==> src/hdl/scl_pkg.sv <==
// shared types, character codes and command codes for the serial command line parser
`timescale 1ns / 1ps

package scl_pkg;

    localparam int LINE_CAPACITY_DEF = 16;

    localparam logic [7:0] CHAR_ZERO  = 8'h30;
    localparam logic [7:0] CHAR_MINUS = 8'h2D;
    localparam logic [7:0] CHAR_LF    = 8'h0A;
    localparam logic [7:0] CHAR_CR    = 8'h0D;
    localparam logic [7:0] CHAR_P     = 8'h70;
    localparam logic [7:0] CHAR_A     = 8'h61;
    localparam logic [7:0] CHAR_S     = 8'h73;
    localparam logic [7:0] CHAR_R     = 8'h72;

    localparam logic [2:0] CMD_NONE = 3'd0;
    localparam logic [2:0] CMD_P    = 3'd1;
    localparam logic [2:0] CMD_A    = 3'd2;
    localparam logic [2:0] CMD_S    = 3'd3;
    localparam logic [2:0] CMD_R    = 3'd4;

    typedef struct packed {
        logic       byte_valid;
        logic [7:0] rx_byte;
        logic       clear_value;
        logic       clear_received;
    } scl_in_t;

    typedef struct packed {
        logic               line_done;
        logic [2:0]         command;
        logic               echo_valid;
        logic [7:0]         echo_byte;
        logic signed [15:0] value;
        logic               received;
        logic               overflow;
    } scl_out_t;

    function automatic logic [2:0] letter_code(input logic [7:0] c);
        logic [2:0] code;
        unique case (c)
            CHAR_P:  code = CMD_P;
            CHAR_A:  code = CMD_A;
            CHAR_S:  code = CMD_S;
            CHAR_R:  code = CMD_R;
            default: code = CMD_NONE;
        endcase
        return code;
    endfunction

endpackage

==> src/hdl/serial_command_line_parser_top.sv <==
// serial command line parser: input register, step logic and result register
// usage:
//   s_valid/s_ready/s_data carry one item per received-byte slot: a byte with
//   its valid bit, plus requests to clear the value and the received flag
//   m_valid/m_ready/m_data return exactly one result item per input item:
//   line end, command pulse, echo letter, current value, sticky received flag
//   and a dropped-byte flag
//   an accepted item waits in the input register and its result is loaded
//   into the result register once that register is free or being emptied
//   throughput: one item per cycle while m_ready is high; the parser state
//   (line position, letter, sign, accumulator, received flag) updates as
//   an item moves into the result register, so the next item always sees
//   the state left by the one before
//   stall: while m_ready is low the result holds, one more item may wait in
//   the input register, and s_ready drops only when both registers are full
//   reset: aresetn low, sampled on aclk, empties both registers and clears
//   all parser state to zero
`timescale 1ns / 1ps

module serial_command_line_parser_top
    import scl_pkg::*;
#(
    parameter int LINE_CAPACITY = LINE_CAPACITY_DEF
) (
    input  logic     aclk,
    input  logic     aresetn,
    input  logic     s_valid,
    output logic     s_ready,
    input  scl_in_t  s_data,
    output logic     m_valid,
    input  logic     m_ready,
    output scl_out_t m_data
);

    // input stage
    logic     in_valid_reg, in_valid_next;
    scl_in_t  in_data_reg;

    // result stage
    logic     out_valid_reg, out_valid_next;
    scl_out_t out_data_reg;

    logic     advance;
    scl_out_t step_result;

    // the held item moves on when the result register is free or being emptied
    assign advance = in_valid_reg && (!out_valid_reg || m_ready);
    assign s_ready = !in_valid_reg || advance;

    scl_core #(
        .LINE_CAPACITY(LINE_CAPACITY)
    ) u_core (
        .aclk    (aclk),
        .aresetn (aresetn),
        .step_en (advance),
        .item    (in_data_reg),
        .result  (step_result)
    );

    always_comb begin
        in_valid_next = in_valid_reg;
        if (s_valid && s_ready) begin
            in_valid_next = 1'b1;
        end else if (advance) begin
            in_valid_next = 1'b0;
        end

        out_valid_next = out_valid_reg;
        if (advance) begin
            out_valid_next = 1'b1;
        end else if (m_ready) begin
            out_valid_next = 1'b0;
        end
    end

    always_ff @(posedge aclk) begin
        if (!aresetn) begin
            in_valid_reg  <= 1'b0;
            out_valid_reg <= 1'b0;
        end else begin
            in_valid_reg  <= in_valid_next;
            out_valid_reg <= out_valid_next;
        end
    end

    // payload registers, no reset needed
    always_ff @(posedge aclk) begin
        if (s_valid && s_ready) begin
            in_data_reg <= s_data;
        end
        if (advance) begin
            out_data_reg <= step_result;
        end
    end

    assign m_valid = out_valid_reg;
    assign m_data  = out_data_reg;

`ifndef NO_ASSERTIONS
    // back pressure only when both stages hold an item
    a_ready_full: assert property (@(posedge aclk) disable iff (!aresetn)
        !s_ready |-> (in_valid_reg && out_valid_reg))
        else $error("s_ready low with a free stage");

    // a dropped byte never ends a line
    a_ovf_term: assert property (@(posedge aclk) disable iff (!aresetn)
        m_valid |-> !(m_data.overflow && m_data.line_done))
        else $error("overflow and line_done together");

    // echo goes with a known command and only at a line end
    a_echo_cmd: assert property (@(posedge aclk) disable iff (!aresetn)
        m_valid |-> ((m_data.echo_valid == (m_data.command != CMD_NONE))
                     && (!m_data.echo_valid || m_data.line_done)))
        else $error("echo does not match command pulse");

    // a line end always leaves the received flag set
    a_done_rcv: assert property (@(posedge aclk) disable iff (!aresetn)
        (m_valid && m_data.line_done) |-> m_data.received)
        else $error("line_done without received flag");
`endif

endmodule

==> src/hdl/scl_core.sv <==
// parser state registers and the per-item step logic
`timescale 1ns / 1ps

module scl_core
    import scl_pkg::*;
#(
    parameter int LINE_CAPACITY = LINE_CAPACITY_DEF
) (
    input  logic     aclk,
    input  logic     aresetn,
    input  logic     step_en,
    input  scl_in_t  item,
    output scl_out_t result
);

    localparam int POS_W = $clog2(LINE_CAPACITY);
    localparam logic [POS_W-1:0] POS_LAST = POS_W'(LINE_CAPACITY - 1);

    logic [POS_W-1:0] pos_reg, pos_next;
    logic [7:0]       letter_reg, letter_next;
    logic             minus_reg, minus_next;
    logic [15:0]      acc_reg, acc_next;
    logic             rcv_reg, rcv_next;

    logic [7:0] b;
    logic       is_term;
    logic [2:0] cmd;

    always_comb begin
        b           = item.rx_byte;
        is_term     = (b == CHAR_LF) || (b == CHAR_CR);
        pos_next    = pos_reg;
        letter_next = letter_reg;
        minus_next  = minus_reg;
        acc_next    = item.clear_value ? 16'd0 : acc_reg;
        rcv_next    = item.clear_received ? 1'b0 : rcv_reg;
        cmd         = CMD_NONE;
        result      = '0;

        if (item.byte_valid) begin
            if (is_term) begin
                result.line_done = 1'b1;
                rcv_next         = 1'b1;
                if (pos_reg != '0) begin
                    if (minus_reg) begin
                        acc_next = 16'd0 - acc_next;
                    end
                    cmd = letter_code(letter_reg);
                end
                pos_next   = '0;
                minus_next = 1'b0;
            end else if (pos_reg >= POS_LAST) begin
                result.overflow = 1'b1;
            end else begin
                if (pos_reg == '0) begin
                    letter_next = b;
                end else if (pos_reg == POS_W'(1) && b == CHAR_MINUS) begin
                    minus_next = 1'b1;
                end else begin
                    // times ten as two shifts, wrapping at 16 bits
                    acc_next = (acc_next << 3) + (acc_next << 1)
                             + {8'd0, b} - {8'd0, CHAR_ZERO};
                end
                pos_next = pos_reg + POS_W'(1);
            end
        end

        result.command    = cmd;
        result.echo_valid = (cmd != CMD_NONE);
        result.echo_byte  = (cmd != CMD_NONE) ? letter_reg : 8'd0;
        result.value      = acc_next;
        result.received   = rcv_next;
    end

    always_ff @(posedge aclk) begin
        if (!aresetn) begin
            pos_reg    <= '0;
            letter_reg <= '0;
            minus_reg  <= 1'b0;
            acc_reg    <= '0;
            rcv_reg    <= 1'b0;
        end else if (step_en) begin
            pos_reg    <= pos_next;
            letter_reg <= letter_next;
            minus_reg  <= minus_next;
            acc_reg    <= acc_next;
            rcv_reg    <= rcv_next;
        end
    end

endmodule

==> config.mk <==
export PLATFORM = sky130hd
export DESIGN_NAME = serial_command_line_parser_top
export DESIGN_NICKNAME = d
export VERILOG_FILES = /design/src/hdl/scl_pkg.sv /design/src/hdl/serial_command_line_parser_top.sv /design/src/hdl/scl_core.sv
export SDC_FILE = /design/constraint.sdc
export NUM_CORES = 1
export LEC_CHECK = 0
export BUFFER_PORTS_ARGS = -buffer_cell sky130_fd_sc_hd__buf_2
export CAP_MARGIN = 25
export CORE_AREA = 4 4 77 115
export CTS_BUF_LIST = sky130_fd_sc_hd__clkbuf_4
export DETAILED_ROUTE_END_ITERATION = 7
export DIE_AREA = 0 0 81 119
export HOLD_SLACK_MARGIN = 0.08
export MAX_ROUTING_LAYER = met4
export PLACE_DENSITY = 0.8
export SLEW_MARGIN = 40
export SYNTH_ARGS = -nofsm -noshare
export SYNTH_HDL_FRONTEND = slang
export SYNTH_SLANG_ARGS = --single-unit
==> constraint.sdc <==
create_clock -name aclk -period 5.6 [get_ports aclk]
set_clock_uncertainty 0.15 [all_clocks]
set_input_delay 1.12 -clock aclk [delete_from_list [all_inputs] [get_ports aclk]]
set_output_delay 1.12 -clock aclk [all_outputs]
set_load 0.05 [all_outputs]
==> results.toml, run 1 <==
[setup_path]
worst-path-buf-inv = 2
setup.worst_path.start_class = "flip-flop"
critPathSlowestCell = "a221oi_1"
max_stage_delay_ps = 630
worst_ep_required_time_ps = 5650
worst-path-max-fanout = 20
criticalPathCategory = "reg2reg"
cp-end-kind = "flip-flop"
path_cells = "inv_1 > nand2_1 > ha_1 > inv_1 > fa_1 > fa_1 > a21o_1 > a221oi_1 > nor4_1 > or3_1 > nand3_1 > nand2_1"
arrival_ps = 4670
critical_path.top_delay_family = "adder cells"

[clock_network]
cts_hold_buf = 0
cts_resized = 0
cts_tree = "built"
cts_buffers = 9
clkLatencyLatePin_ps = 460
clock-root-buffer = "clkbuf_4"
h-tree-depth = 3
cts_setup_buffers = 0
cts_buffer_depth = 2
cts.sinks = 74
clk_transition_reported_paths_ps = 130

[yosys]
synth_area_per_cell_sq_um = 9.42
synth_async_reset_ratio_pct = 0
yosys_most_used_dff = "edfxtp_1"
netlist_area_before_placement_sq_um = 4640
top_cell_type_by_total_area_after_synthesis = "edfxtp_1"
ys_top_cells_by_area = "edfxtp_1, dfxtp_1, ha_1"
synth_enable_flop_cells = 42
synthDominantCellAreaShare_pct = 27.2
post_synth_inst_count = 493
total_of_warnings_raised_by_yosys = 0
synth_sequential_area_ratio_pct = 41.0
synthesis_stage_register_bit_count = 74
synth.distinct_cells = 70

[global_route]
number_of_antenna_violations_at_the_first_check_in_global_routing = 0
groute.layer.met3.usage_pct = 4.99
use_met2_pct = 44.1
gr-usage-met1_pct = 32.6
grt_pass1_wl_mm = 19.6
grtUsageTotal_pct = 27.8
gr-max-usage-layer = "met2"
maximum_number_of_pins_on_one_net_before_global_route_repair = 42
first_global_vias = 3852
gr-total-overflow = 0

[timing]
maxSlewViolCount = 0
timing.fmax_ghz = 0.216
report.final.setup_viol = 0
final_min_period_over_clock_period_pct = 82.6
setup-tns-final_ps = 0
max_slew.worst_pin.slew_ps = 826
grt_setup_unrepaired = "false"
timing.max_slew.rel_slack_pct = 44.8
period_needed_ps = 4620
final-hold-violation-count = 0

[place]
place.detailed.hpwl_mm = 9.32
port_buffers = 47
routabilityCongestion = 0.989
place_inst = 632

[power_and_ir_drop]
power_per_cell_area_nw_per_um2 = 252
leakage_power_summed_over_all_cells_nw = 2.23
ir_worst_vdd_uv = 214

[routing]
detail_route.iter0.violations = 370
routed_via_density = 6.21
drt-wirelength-per-cell_um = 18.9
wl_mm = 12.2
drtAntennaViolNets = 0
detailroute.via_count = 4021
detailedRoute.firstPassIterationCount = 6
number_of_remaining_drc_errors = 0

[floorplan]
die-height_um = 119
core_area_sq_um = 7910
die_width_um = 81
floorplan.initialDensity_pct = 58.7
design.portCount = 48
fp.dieArea_sq_um = 9640
floorplan.rows = 40

[final_layout]
largest_register_ff_count = 31
flow.area_growth_from_synthesis_pct = 10.8
finalNonFillerCells = 648
count_of_inserted_antenna_diode_cells = 0
layout.cells.most_common = "nand2_1"
final_nets = 594
fill_cells = 718
post_route_cells_drive_above_1_share_pct = 15.1
layout.cells.most_common_list = "nand2_1, buf_2, edfxtp_1, inv_1, ha_1"

[worst_hold_path]
hp-class = "reg2reg"

[flow_run]
timing.max_cap.violations = 0

[outcome]
outcome = "completed"
-- per-layer routing --
metal,routed length [um],up-vias
met5,0,-
met4,588,0
met3,837,39
met2,6130,177
met1,4680,1905
li1,-,1900
-- layout make-up --
class                      count  area, sq um  share of cell area, %
tap                          105          131                   2.55
sequential                    74         1900                   37.0
inverter                      40          150                   2.92
clock inverter                 7          101                   1.97
multi-input combinational    363         2540                   49.3
clock buffer                   9         67.6                   1.31
timing repair buffer          50          255                   4.96
-- cell usage after synthesis, drive strengths merged, types with 6 or more instances --
cell    number
nor2        34
inv         39
a21o         9
o21ai       33
nand2       51
mux2i       12
edfxtp      42
xnor2       11
or4          6
dfxtp       32
nor4         9
clkbuf      15
a21oi       18
a211oi       9
nand3        7
a31oi       15
and3        10
and2         6
ha          37
nor3        19
-- power breakdown --
part           internal (mW)  switching (mW)  total, mW
combinational         0.0977           0.181      0.278
sequential             0.600          0.0241      0.624
clock                  0.185           0.210      0.395
total                  0.883           0.415       1.30
-- worst register-to-register path, cell delays in order (launching register included) --
cell and delay, ps:
edfxtp_1 560, inv_1 550, nand2_1 250, ha_1 330, inv_1 50, fa_1 510
fa_1 480, a21o_1 190, a221oi_1 630, nor4_1 140, or3_1 390, nand3_1 100
nand2_1 60
-- cell families (layout without fill, tap and decap cells) --
logic type	after synthesis	count (layout)	synth area share [%]
flip-flops	74	74	41.0
other	1	3	0.0808
multiplexers	13	13	2.83
AO/OA/AOI/OAI	118	118	17.1
XOR/XNOR	16	16	3.02
buffers and inverters	58	106	4.91
adder cells (fa/ha/maj)	41	41	11.7
AND/OR/NAND/NOR	172	172	19.4
-- per-stage QoR --
stage | setup slack [ps] | total power, mW | utilization [%] | area, sq um | hold slack (ps)
final | 976 | 1.30 | 65.1 | 5140 | 366
after global routing | 788 | 1.36 | 65.1 | 5140 | 391
after CTS | 1070 | 1.30 | 65.0 | 5140 | 362
after detailed placement | 1080 | 0.912 | 62.8 | 4970 | 331
after global placement | 1200 | 0.906 | 62.6 | 4950 | 318
after floorplan | 1460 | 0.839 | - | 4650 | 306
-- worst paths after layout --
kind	startpoint	to	slack (ps)	cells after the start
min	u_core.letter_reg[5]	u_core.letter_reg[5]	370	2
min reg2reg	u_core.letter_reg[5]	u_core.letter_reg[5]	370	2
max	in_data_reg[1]	m_data[17]	980	12
max reg2reg	in_data_reg[1]	m_data[17]	980	12
No activity file was read; power rests on OpenSTA's default activity.
==> inputs of run 2 (changes only) <==
--- a/config.mk
+++ b/config.mk
@@ -7,13 +7,13 @@
 export LEC_CHECK = 0
 export BUFFER_PORTS_ARGS = -buffer_cell sky130_fd_sc_hd__buf_2
 export CAP_MARGIN = 25
-export CORE_AREA = 4 4 77 115
+export CORE_AREA = 4 4 81 120
 export CTS_BUF_LIST = sky130_fd_sc_hd__clkbuf_4
 export DETAILED_ROUTE_END_ITERATION = 7
-export DIE_AREA = 0 0 81 119
+export DIE_AREA = 0 0 85 124
 export HOLD_SLACK_MARGIN = 0.08
 export MAX_ROUTING_LAYER = met4
-export PLACE_DENSITY = 0.8
+export PLACE_DENSITY = 0.76
 export SLEW_MARGIN = 40
 export SYNTH_ARGS = -nofsm -noshare
 export SYNTH_HDL_FRONTEND = slang
==> constraint.sdc (replaced) <==
create_clock -name aclk -period 4.08 [get_ports aclk]
set_clock_uncertainty 0.15 [all_clocks]
set_input_delay 0.816 -clock aclk [delete_from_list [all_inputs] [get_ports aclk]]
set_output_delay 0.816 -clock aclk [all_outputs]
set_load 0.05 [all_outputs]
==> results.toml, run 2 (same netlist as run 1, synthesis figures left out) <==
[outcome]
outcome = "completed"

[setup_path]
critPathSlowestCell = "fa_1"
setup_slack_on_the_worst_flop_to_flop_path_ps = 400
worst_ep_required_time_ps = 4110
cp-end-kind = "flip-flop"
setup.worst_path.start_class = "flip-flop"
worst-path-buf-inv = 2
criticalPathCategory = "reg2reg"
max_stage_delay_ps = 510
worst-path-max-fanout = 8
ff2ff_path_depth = 12
crit_start = "in_data_reg[1]"
timing.rr.start = "in_data_reg[1]"
arrival_ps = 3710
r2r_end = "m_data[17]"
path_cells = "inv_1 > nand2_1 > ha_1 > inv_1 > fa_1 > fa_1 > a21o_1 > a221oi_2 > nor4_1 > or3_1 > nand3_1 > nand2_1"
critical_path.top_delay_family = "adder cells"

[timing]
grt_setup_unrepaired = "false"
final-hold-violation-count = 0
timing.fmax_ghz = 0.272
period_needed_ps = 3680
max_slew.worst_pin.slew_ps = 788
maxSlewViolCount = 0
setup-tns-final_ps = 0
final_min_period_over_clock_period_pct = 90.2
report.final.setup_viol = 0
timing.max_slew.rel_slack_pct = 47.0

[final_layout]
final_nets = 598
flow.area_growth_from_synthesis_pct = 11.8
layout.cells.most_common = "nand2_1"
area_used_by_multi_input_combinational_logic_sq_um = 2550
finalNonFillerCells = 657
count_of_inserted_antenna_diode_cells = 0
fill_cells = 781
largest_register_ff_count = 31
post_route_cells_drive_above_1_share_pct = 16.1
layout.cells.most_common_list = "nand2_1, buf_2, edfxtp_1, inv_1, ha_1"
ff_latch_area_sq_um = 1900

[global_route]
gr-total-overflow = 0
number_of_antenna_violations_at_the_first_check_in_global_routing = 0
grt_pass1_wl_mm = 19.3
grtUsageTotal_pct = 24.2
maximum_number_of_pins_on_one_net_before_global_route_repair = 32
first_global_vias = 3862

[routing]
met2RoutedLength_mm = 6.25
drt-wirelength-per-cell_um = 18.4
detail_route.iter0.violations = 392
number_of_remaining_drc_errors = 0
routed-wl-met3_um = 606
detailedRoute.firstPassIterationCount = 5
m1WireLength_mm = 4.58
detailroute.via_count = 3973
drtAntennaViolNets = 0
wl_mm = 12.1
routed_via_density = 6.05
routed.top_layer = "met4"

[power_and_ir_drop]
power_per_cell_area_nw_per_um2 = 341
seq_power_share_pct = 48.2
combinationalPowerShare_pct = 22.4
share_clk_of_total_power_pct = 29.4
ir_worst_vdd_uv = 261
switching_share_pct = 31.2
leakage_power_summed_over_all_cells_nw = 2.24
internal-power_mw = 1.22
power.switching_uw = 552

[flow_run]
timing.max_cap.violations = 0

[clock_network]
clkLatencyLatePin_ps = 420
cts_buffer_depth = 2
clk_transition_reported_paths_ps = 130
cts_tree = "built"
cts.sinks = 74
cts_hold_buf = 0
cts_setup_buffers = 0
h-tree-depth = 3
cts_buffers = 9
clock-root-buffer = "clkbuf_4"
cts_resized = 0

[worst_hold_path]
timing.hold.worst_path_depth = 2
hp-start = "u_core.letter_reg[5]"
hp-class = "reg2reg"
hold_path_end = "u_core.letter_reg[5]"

[floorplan]
floorplan.initialDensity_pct = 52.9
die-height_um = 124
floorplan.rows = 42
core_area_sq_um = 8780
die_width_um = 85
design.portCount = 48
fp.dieArea_sq_um = 10500

[place]
port_buffers = 47
place.detailed.hpwl_mm = 9.18
place_inst = 640
routabilityCongestion = 0.991
-- run 2: per-stage QoR --
stage | setup slack, ps | hold slack [ps] | instance area, sq um | util [%] | power (mW)
floorplan | 60.3 | 306 | 4660 | - | 1.15
global placement | 464 | 319 | 5000 | 57.0 | 1.25
CTS | 405 | 364 | 5180 | 59.0 | 1.77
finish | 402 | 365 | 5190 | 59.1 | 1.77
global route | 171 | 384 | 5190 | 59.1 | 1.85
detailed placement | 417 | 336 | 5010 | 57.1 | 1.26
-- run 2: cell type report --
cell class	count	share of cell area [%]
clock inverters	6	1.71
inverters	40	2.89
flip-flops and latches	74	36.7
well taps	110	2.65
repair buffers	54	5.50
multi-input cells	363	49.1
clock buffers	10	1.45
-- run 2: worst min-delay path, cell delays in order (launching register included) --
cell and delay (ps):
dfxtp_1 350, mux2i_1 70, nor2_1 70
-- run 2: how the worst max path moves through the flow --
| stage | to | cells past startpoint |
|---|---|---|
| after floorplan | m_data[17] | 16 |
| after global placement | m_data[17] | 12 |
| after detailed placement | m_data[17] | 12 |
| after CTS | m_data[17] | 12 |
| after global routing | m_data[17] | 12 |
| final | m_data[17] | 12 |
-- run 2: power groups by stage --
| stage | Combinational, mW | Clock (mW) | Sequential (mW) |
|---|---|---|---|
| after floorplan | 0.243 | 0 | 0.910 |
| after global placement | 0.381 | 0 | 0.868 |
| after detailed placement | 0.391 | 0 | 0.869 |
| after CTS | 0.393 | 0.525 | 0.852 |
| after global routing | 0.433 | 0.559 | 0.857 |
| final | 0.396 | 0.521 | 0.852 |
-- run 2: layer usage --
layer  up-vias  track usage, %
met1      1868            26.8
met3        49            3.24
met5         -               -
li1       1900               -
met2       156            42.2
met4         0            12.9
==> inputs of run 3 (changes only) <==
--- a/config.mk
+++ b/config.mk
@@ -7,14 +7,15 @@
 export LEC_CHECK = 0
 export BUFFER_PORTS_ARGS = -buffer_cell sky130_fd_sc_hd__buf_2
 export CAP_MARGIN = 25
-export CORE_AREA = 4 4 81 120
+export CORE_AREA = 4 4 81 121
 export CTS_BUF_LIST = sky130_fd_sc_hd__clkbuf_4
 export DETAILED_ROUTE_END_ITERATION = 7
-export DIE_AREA = 0 0 85 124
+export DIE_AREA = 0 0 85 125
 export HOLD_SLACK_MARGIN = 0.08
 export MAX_ROUTING_LAYER = met4
-export PLACE_DENSITY = 0.76
+export PLACE_DENSITY = 0.86
 export SLEW_MARGIN = 40
 export SYNTH_ARGS = -nofsm -noshare
 export SYNTH_HDL_FRONTEND = slang
+export SYNTH_HIERARCHICAL = 1
 export SYNTH_SLANG_ARGS = --single-unit
==> results.toml, run 3 <==
[outcome]
outcome = "completed"

[yosys]
post_synth_inst_count = 504
synth_async_reset_ratio_pct = 0
synthDominantCellAreaShare_pct = 26.4
synth_enable_flop_cells = 42
synth.distinct_cells = 84
synthesis_stage_register_bit_count = 74
synth_sequential_area_ratio_pct = 39.8
top_cell_type_by_total_area_after_synthesis = "edfxtp_1"
netlist_area_before_placement_sq_um = 4780
yosys_most_used_dff = "edfxtp_1"
synth_area_per_cell_sq_um = 9.49
yosysMostFrequentCell = "nand2_1"
total_of_warnings_raised_by_yosys = 6
yosys-top-cells-count = "nand2_1, edfxtp_1, ha_1, inv_1, dfxtp_1"
ys_top_cells_by_area = "edfxtp_1, dfxtp_1, ha_1"

[setup_path]
arrival_ps = 4050
max_stage_delay_ps = 450
timing.rr.start = "in_data_reg[1]"
path_depth = 12
critPathSlowestCell = "fa_1"
r2r_end = "u_core/acc_reg[15]"
ff2ff_path_depth = 12
worst-path-max-fanout = 9
path_cells = "inv_1 > nand2_1 > xnor2_1 > ha_1 > o21bai_1 > fa_1 > ha_1 > o21ai_1 > o21ai_0 > a221oi_1 > xnor2_1 > a221o_1"
criticalPathCategory = "reg2reg"
setup_slack_on_the_worst_flop_to_flop_path_ps = 210
worst_ep_required_time_ps = 4260
setup.worst_path.start_class = "flip-flop"
worst-path-buf-inv = 1
critical_path.top_delay_family = "compound AO/OA/AOI/OAI gates"
cp-end-kind = "flip-flop"

[place]
port_buffers = 47
routabilityCongestion = 0.914
pre_cts_slack_ps = 231
place_inst = 643
place.detailed.hpwl_mm = 8.98
postPlaceCellArea_sq_um = 5090

[floorplan]
core_area_sq_um = 8780
die-height_um = 125
fp.dieArea_sq_um = 10600
design.portCount = 48
floorplan.rows = 42
die_width_um = 85
floorplan.initialDensity_pct = 54.5

[routing]
drt-wirelength-per-cell_um = 18.2
routed_via_density = 6.27
detail_route.iter0.violations = 316
detailroute.via_count = 4138
wl_mm = 12.0
number_of_remaining_drc_errors = 0
detailedRoute.firstPassIterationCount = 5
drtAntennaViolNets = 0

[final_layout]
fill_cells = 756
layout.cells.most_common = "nand2_1"
final_nets = 600
finalCoreUtilization_pct = 59.8
finalNonFillerCells = 660
layout.cells.most_common_list = "nand2_1, buf_2, edfxtp_1, ha_1, inv_1"
postLayoutCellArea_sq_um = 5250
largest_register_ff_count = 31
post_route_cells_drive_above_1_share_pct = 17.1
flow.area_growth_from_synthesis_pct = 9.84

[clock_network]
clkLatencyLatePin_ps = 450
clk_transition_reported_paths_ps = 120
cts_tree = "built"
cts_buffers = 9
h-tree-depth = 3
cts.sinks = 74
clock-root-buffer = "clkbuf_4"
cts_buffer_depth = 2

[timing]
setup-tns-final_ps = 0
timing.final.ws_setup_ps = 207
finalHoldWorstSlack_ps = 383
timing.max_slew.rel_slack_pct = 49.4
max_slew.worst_pin.slew_ps = 757
period_needed_ps = 3870
maxSlewViolCount = 0
report.final.setup_viol = 0
grt_setup_unrepaired = "false"
final_min_period_over_clock_period_pct = 94.9
timing.fmax_ghz = 0.258
final-hold-violation-count = 0

[power_and_ir_drop]
leakage_power_summed_over_all_cells_nw = 2.22
power_per_cell_area_nw_per_um2 = 330
power_mw = 1.73
ir_worst_vdd_uv = 186

[global_route]
first_global_vias = 4081
gr-total-overflow = 0
grtUsageTotal_pct = 23.9
maximum_number_of_pins_on_one_net_before_global_route_repair = 39
number_of_antenna_violations_at_the_first_check_in_global_routing = 1
grt_pass1_wl_mm = 19.9

[flow_run]
timing.max_cap.violations = 0

[worst_hold_path]
hold_path_end = "u_core/letter_reg[2]"
hp-start = "u_core/letter_reg[2]"
hp-class = "reg2reg"
timing.hold.worst_path_depth = 2
run 3: timing repair:
item,4_1_cts,5_1_grt
buffers inserted,0,0
gates resized for setup,0,3
setup endpoints to repair,0,4
hold buffers,0,0
endpoints found under the hold margin,0,0
run 3: worst min-delay path, stage by stage, from the launching register on:
cell	delay, ps
dfxtp_1	350
mux2i_1	70
nor2_1	80
run 3: worst max path at each step:
stage	start	slack [ps]	to
after global routing	in_data_reg[1]	60	u_core/acc_reg[15]
after detailed placement	in_data_reg[1]	230	u_core/acc_reg[15]
final	in_data_reg[1]	210	u_core/acc_reg[15]
after CTS	in_data_reg[1]	190	u_core/acc_reg[15]
after floorplan	m_ready	230	u_core/letter_reg[0]
after global placement	in_data_reg[1]	400	u_core/acc_reg[15]
run 3: layout make-up:
cell class / count / area (sq um) / area share, %
multi-input combinational: 369 / 2650 / 50.4
sequential: 74 / 1900 / 36.2
timing repair buffer: 53 / 280 / 5.34
inverter: 37 / 139 / 2.64
tap: 110 / 138 / 2.62
clock buffer: 10 / 75.1 / 1.43
clock inverter: 6 / 66.3 / 1.26
antenna: 1 / 2.50 / 0.0477
run 3: logic make-up (layout without fill, tap and decap cells):
family                     count (synthesis)  count (layout)  synth area share (%)
other                                      1               4                0.0784
muxes                                     12              12                  2.51
adders and majority gates                 41              41                  11.4
DFF                                       74              74                  39.8
xor gates and xnor gates                  19              19                  3.48
AOI/OAI and AO/OA                        123             123                  17.7
and+or+nand+nor                          171             171                  19.5
buffers and inverters                     63             106                  5.55
run 3: report_power, final:
group	internal [mW]	total, mW	leakage, nW	switching [mW]
registers	0.824	0.853	0.659	0.0291
clock network	0.194	0.457	0.0690	0.263
logic	0.149	0.421	1.49	0.272
run 3: metal layers:
layer	global-route usage (%)	vias to the layer above	wire length, um
met2	41.5	167	6330
met3	3.82	45	556
met5	-	-	0
met4	12.8	0	564
met1	25.7	2002	4550
li1	-	1924	-
